==> src/hw/rtl/ppd_pkg.sv <==
// types, constants and width helpers for the point to plane distance core
package ppd_pkg;

    // result width and saturation bounds
    localparam int DIST_W = 18;
    localparam int KW = 18;
    localparam logic [KW-1:0] DIST_POS_MAX = 18'd131071;
    localparam logic [KW-1:0] DIST_NEG_MAG = 18'd131072;

    // flags that ride along with the root search
    typedef struct packed {
        logic neg;
        logic degen;
    } t_tag;

    // widths as functions of the coordinate width
    function automatic int d_w(input int cw);
        return cw + 1;
    endfunction

    function automatic int nn_w(input int cw);
        return 4 * cw + 6;
    endfunction

    function automatic int dot_w(input int cw);
        return 3 * cw + 6;
    endfunction

    function automatic int sq_w(input int cw);
        return 2 * dot_w(cw);
    endfunction

    function automatic int cmp_w(input int cw);
        return (nn_w(cw) + 2 * KW > sq_w(cw)) ? nn_w(cw) + 2 * KW : sq_w(cw);
    endfunction

endpackage

==> src/hw/rtl/ppd_square.sv <==
// magnitude of the dot product and its square from half-width products, two stages
module ppd_square #(
    parameter int COORD_WIDTH = 16
) (
    input  logic                                          i_clk,
    input  logic                                          i_rst_n,
    input  logic                                          i_valid,
    output logic                                          o_ready,
    input  logic [ppd_pkg::nn_w(COORD_WIDTH)-1:0]         i_nn,
    input  logic signed [ppd_pkg::dot_w(COORD_WIDTH)-1:0] i_dot,
    input  logic                                          i_ready,
    output logic                                          o_valid,
    output logic [ppd_pkg::nn_w(COORD_WIDTH)-1:0]         o_nn,
    output logic [ppd_pkg::sq_w(COORD_WIDTH)-1:0]         o_dsq,
    output ppd_pkg::t_tag                                 o_tag
);

    localparam int NN_W = ppd_pkg::nn_w(COORD_WIDTH);
    localparam int MAG_W = ppd_pkg::dot_w(COORD_WIDTH);
    localparam int SQ_W = ppd_pkg::sq_w(COORD_WIDTH);
    localparam int LO_W = MAG_W / 2;
    localparam int HI_W = MAG_W - LO_W;

    logic [1:0] r_v;
    logic [1:0] w_en;

    assign w_en[1] = !r_v[1] || i_ready;
    assign w_en[0] = !r_v[0] || w_en[1];
    assign o_ready = w_en[0];
    assign o_valid = r_v[1];

    always_ff @(posedge i_clk) begin
        if (!i_rst_n) begin
            r_v <= '0;
        end else begin
            if (w_en[0]) r_v[0] <= i_valid;
            if (w_en[1]) r_v[1] <= r_v[0];
        end
    end

    logic             w_neg;
    logic [MAG_W-1:0] w_mag;

    assign w_neg = i_dot[MAG_W-1];
    assign w_mag = w_neg ? (~MAG_W'(i_dot) + MAG_W'(1)) : MAG_W'(i_dot);

    // stage 1: partial products of the magnitude split in halves
    logic [2*HI_W-1:0]    r_hh;
    logic [HI_W+LO_W-1:0] r_hl;
    logic [2*LO_W-1:0]    r_ll;
    logic [NN_W-1:0]      r_nn0;
    ppd_pkg::t_tag        r_tag0;

    always_ff @(posedge i_clk) begin
        if (w_en[0]) begin
            r_hh  <= w_mag[MAG_W-1:LO_W] * w_mag[MAG_W-1:LO_W];
            r_hl  <= w_mag[MAG_W-1:LO_W] * w_mag[LO_W-1:0];
            r_ll  <= w_mag[LO_W-1:0] * w_mag[LO_W-1:0];
            r_nn0 <= i_nn;
            r_tag0.neg   <= w_neg;
            r_tag0.degen <= (i_nn == '0);
        end
    end

    // stage 2: recombine
    logic [SQ_W-1:0] r_dsq;
    logic [NN_W-1:0] r_nn1;
    ppd_pkg::t_tag   r_tag1;

    always_ff @(posedge i_clk) begin
        if (w_en[1]) begin
            r_dsq  <= (SQ_W'(r_hh) << (2 * LO_W)) + (SQ_W'(r_hl) << (LO_W + 1))
                      + SQ_W'(r_ll);
            r_nn1  <= r_nn0;
            r_tag1 <= r_tag0;
        end
    end

    assign o_nn  = r_nn1;
    assign o_dsq = r_dsq;
    assign o_tag = r_tag1;

endmodule

==> config.mk <==
export PLATFORM = sky130hd
export DESIGN_NAME = ppd_square
export DESIGN_NICKNAME = d
export VERILOG_FILES = /design/src/hw/rtl/ppd_pkg.sv /design/src/hw/rtl/ppd_square.sv
export SDC_FILE = /design/constraint.sdc
export NUM_CORES = 2
export LEC_CHECK = 0
export CORE_UTILIZATION = 50
export CTS_BUF_LIST = sky130_fd_sc_hd__clkbuf_4 sky130_fd_sc_hd__clkbuf_8
export DETAILED_ROUTE_END_ITERATION = 10
export DONT_BUFFER_PORTS = 1
export GPL_TIMING_DRIVEN = 0
export PLACE_DENSITY = 0.64
export SLEW_MARGIN = 20
export SYNTH_ARGS = -nofsm -noshare
export SYNTH_HDL_FRONTEND = slang
export SYNTH_SLANG_ARGS = --single-unit
==> constraint.sdc <==
create_clock -name i_clk -period 12.6 [get_ports i_clk]
set_clock_uncertainty 0.15 [all_clocks]
set_input_delay 0 -clock i_clk [delete_from_list [all_inputs] [get_ports i_clk]]
set_output_delay 0 -clock i_clk [all_outputs]
set_load 0.05 [all_outputs]
==> flow_metrics.tcl <==
set metrics [dict create \
    synth.mux.area_fraction_pct 0.06566 \
    maxCapViolCount 0 \
    ys.flop_type "edfxtp_1" \
    rows 146 \
    initial_core_util_pct 50.48 \
    fin_crit_sh_pct 98.43 \
    vias_per_cell 5.565 \
    route.vias.total 59674 \
    layout_commonest_cell "inv_1" \
    synthAdderAreaFrac_pct 53.19 \
    synth_cells 8305 \
    drive_gt1_share_pct 3.357 \
    layout.nets 11069 \
    grt_first_pass_wirelength_mm 393.4 \
    die_height_um 402.1 \
    synth_cell_types 88 \
    track_usage_pct 33.54 \
    crit_fanout 14 \
    final_cell_mix "2234 x inv_1, 1731 x fa_1, 975 x nand2_1, 693 x nor2_1, 633 x ha_1" \
    synthArstFlopShare_pct 0 \
    die_area_um2 161700 \
    status "finished with violations" \
    required_ps 12980 \
    wl_mm 266.2 \
    finalSetupViolCount 0 \
    slew_violations 0 \
    crit_path_top_delay_cell "clkbuf_1" \
    dp.cells 10418 \
    clock_tree.buffer_depth 3 \
    ctsHtreeMaxLevel 3 \
    cts_made_buffers 74 \
    wl_per_cell_um 24.82 \
    path_class "in -> reg" \
    rsz0062_at_grt "no" \
    grt-ovfl-total 0 \
    max_stage_delay_ps 1100 \
    ios 310 \
    dr_wl_met2_mm 114.3 \
    worstPathArrival_ps 12780 \
    synth-edff-count 411 \
    cts_num_sinks 413 \
    fmax_ghz 0.08063 \
    synth_seq_cells 413 \
    ys_seq_area_share_pct 15.47 \
    start_kind "primary input" \
    synth_top_family_by_area "adder cells" \
    core_area_um2 158600 \
    r2r_slack_ps 7400 \
    crit_path_end_kind "flip-flop" \
    drtAntennaViolNets 0 \
    cts.clk_slew.worst_paths_ps 60 \
    fillers 14267 \
    dr.pass1.iters 10 \
    finalNonFillerCells 10723 \
    fin_util_pct 54.42 \
    cts_tree "yes" \
    placed_area_um2 83000 \
    avgSynthCellArea_um2 9.637 \
    hold_violations 0 \
    first_global_vias 62770 \
    slew_headroom_pct 6.787 \
    hold_ws_ps 149.9 \
    cts_setup_buffers 0 \
    top_layer_used "met5" \
    tightest_slew_ps 1398 \
    critPathBufInv 6 \
    clockRootBuffer "clkbuf_8" \
    synthSimpleGateAreaFrac_pct 10.22 \
    crit_family "adder cells" \
    fin_crit_ps 12400 \
    path_common_cell "fa_1" \
    hpwl_mm 216.8 \
    first_iter_violations 5389 \
    postLayoutCellArea_um2 86290 \
    clock_latency_ps 800 \
    gp_congestion 1.040 \
    synth_area_um2 80040 \
    portBuffers 0 \
    grt_max_degree 101 \
    route.met3.wl_mm 36.88 \
    die_w_um 402.1 \
    grt_antenna_before_repair 19 \
    ys_warn_count 0 \
    synth_compound_area_share_pct 5.667 \
    violations "DRC" \
    m1WireLength_mm 97.44 \
    worstHoldPathType "in -> reg" \
    drc 4 \
    synth_xor_area_share_pct 3.164 \
    area_growth_pct 7.810 \
]
[tightest hold or removal path, delay by kind of cell]
kind / cells / cell delay [ps]
simple gates: 2 / 250
fa+ha+maj: 1 / 160
xor+xnor: 4 / 580
[registers in the layout, summed over array words and instances (netlist names)]
signal	cells
o_tag	2
r_nn0	70
r_hh	53
o_dsq	107
r_hl	54
o_nn	70
r_tag0	2
r_ll	53
r_v	2
[layer usage]
metal	up-vias	GRT usage (%)
li1	25374	-
met2	3434	49.96
met3	802	13.01
met5	-	0.4163
met1	30044	42.15
met4	20	17.73
[worst paths after layout]
kind	cells past startpoint	to	start
worst min register to register	0	o_dsq[10]	r_ll[10]
worst max register to register	14	o_dsq[106]	r_ll[28]
worst max-delay path	31	r_hl[45]	i_dot[0]
worst min-delay path	7	r_hh[53]	i_dot[52]
[timing repair]
item                                   4_1_cts  5_1_grt
setup endpoints to repair                    4       31
endpoints found under the hold margin      138        0
gates resized for setup                      1       21
hold buffers                               155        0
[kinds of logic after synthesis]
family	after synthesis
XOR/XNOR	281
multiplexers	5
flip-flops	413
AND/OR/NAND/NOR	1972
buffers and inverters	2580
adder cells (fa/ha/maj)	2364
AO/OA/AOI/OAI	688
other	2
[cells in the mapped netlist (all sizes together) (98+ instances only)]
cell type     n  area share, %
clkbuf      243            1.1
a21oi       186            1.2
a21o        142            1.3
fa         1731             43
inv        2254             11
xnor2       183            2.1
ha          633            9.9
xor2         98            1.1
o21ai       115           0.72
edfxtp      411             15
nor2        695            3.3
nand2       977            4.6
[area by class of cell]
type | count | area [µm²] | area share [%]
multi-input cells | 5345 | 58110 | 67.34
flip-flops and latches | 413 | 12380 | 14.35
inverters | 2259 | 8487 | 9.835
well taps | 2072 | 2592 | 3.004
repair buffers | 165 | 1732 | 2.007
plain buffers | 319 | 1321 | 1.531
clock buffers | 91 | 1146 | 1.328
clock inverters | 47 | 491.7 | 0.5699
diodes | 12 | 30.03 | 0.03480
[metrics by stage]
| stage | setup WS, ps | TNS [ps] |
|---|---|---|
| 2_1_floorplan | 3459 | 0 |
| 3_3_place_gp | -1515 | -24760 |
| 3_5_place_dp | -1130 | -20130 |
| 4_1_cts | 20.10 | 0 |
| 5_1_grt | 253.9 | 0 |
| 6_report | 197.6 | 0 |
Power is left out: the tool's default activity adds up to more than one toggle a clock period on the data nets, which glitch-free logic cannot reach.
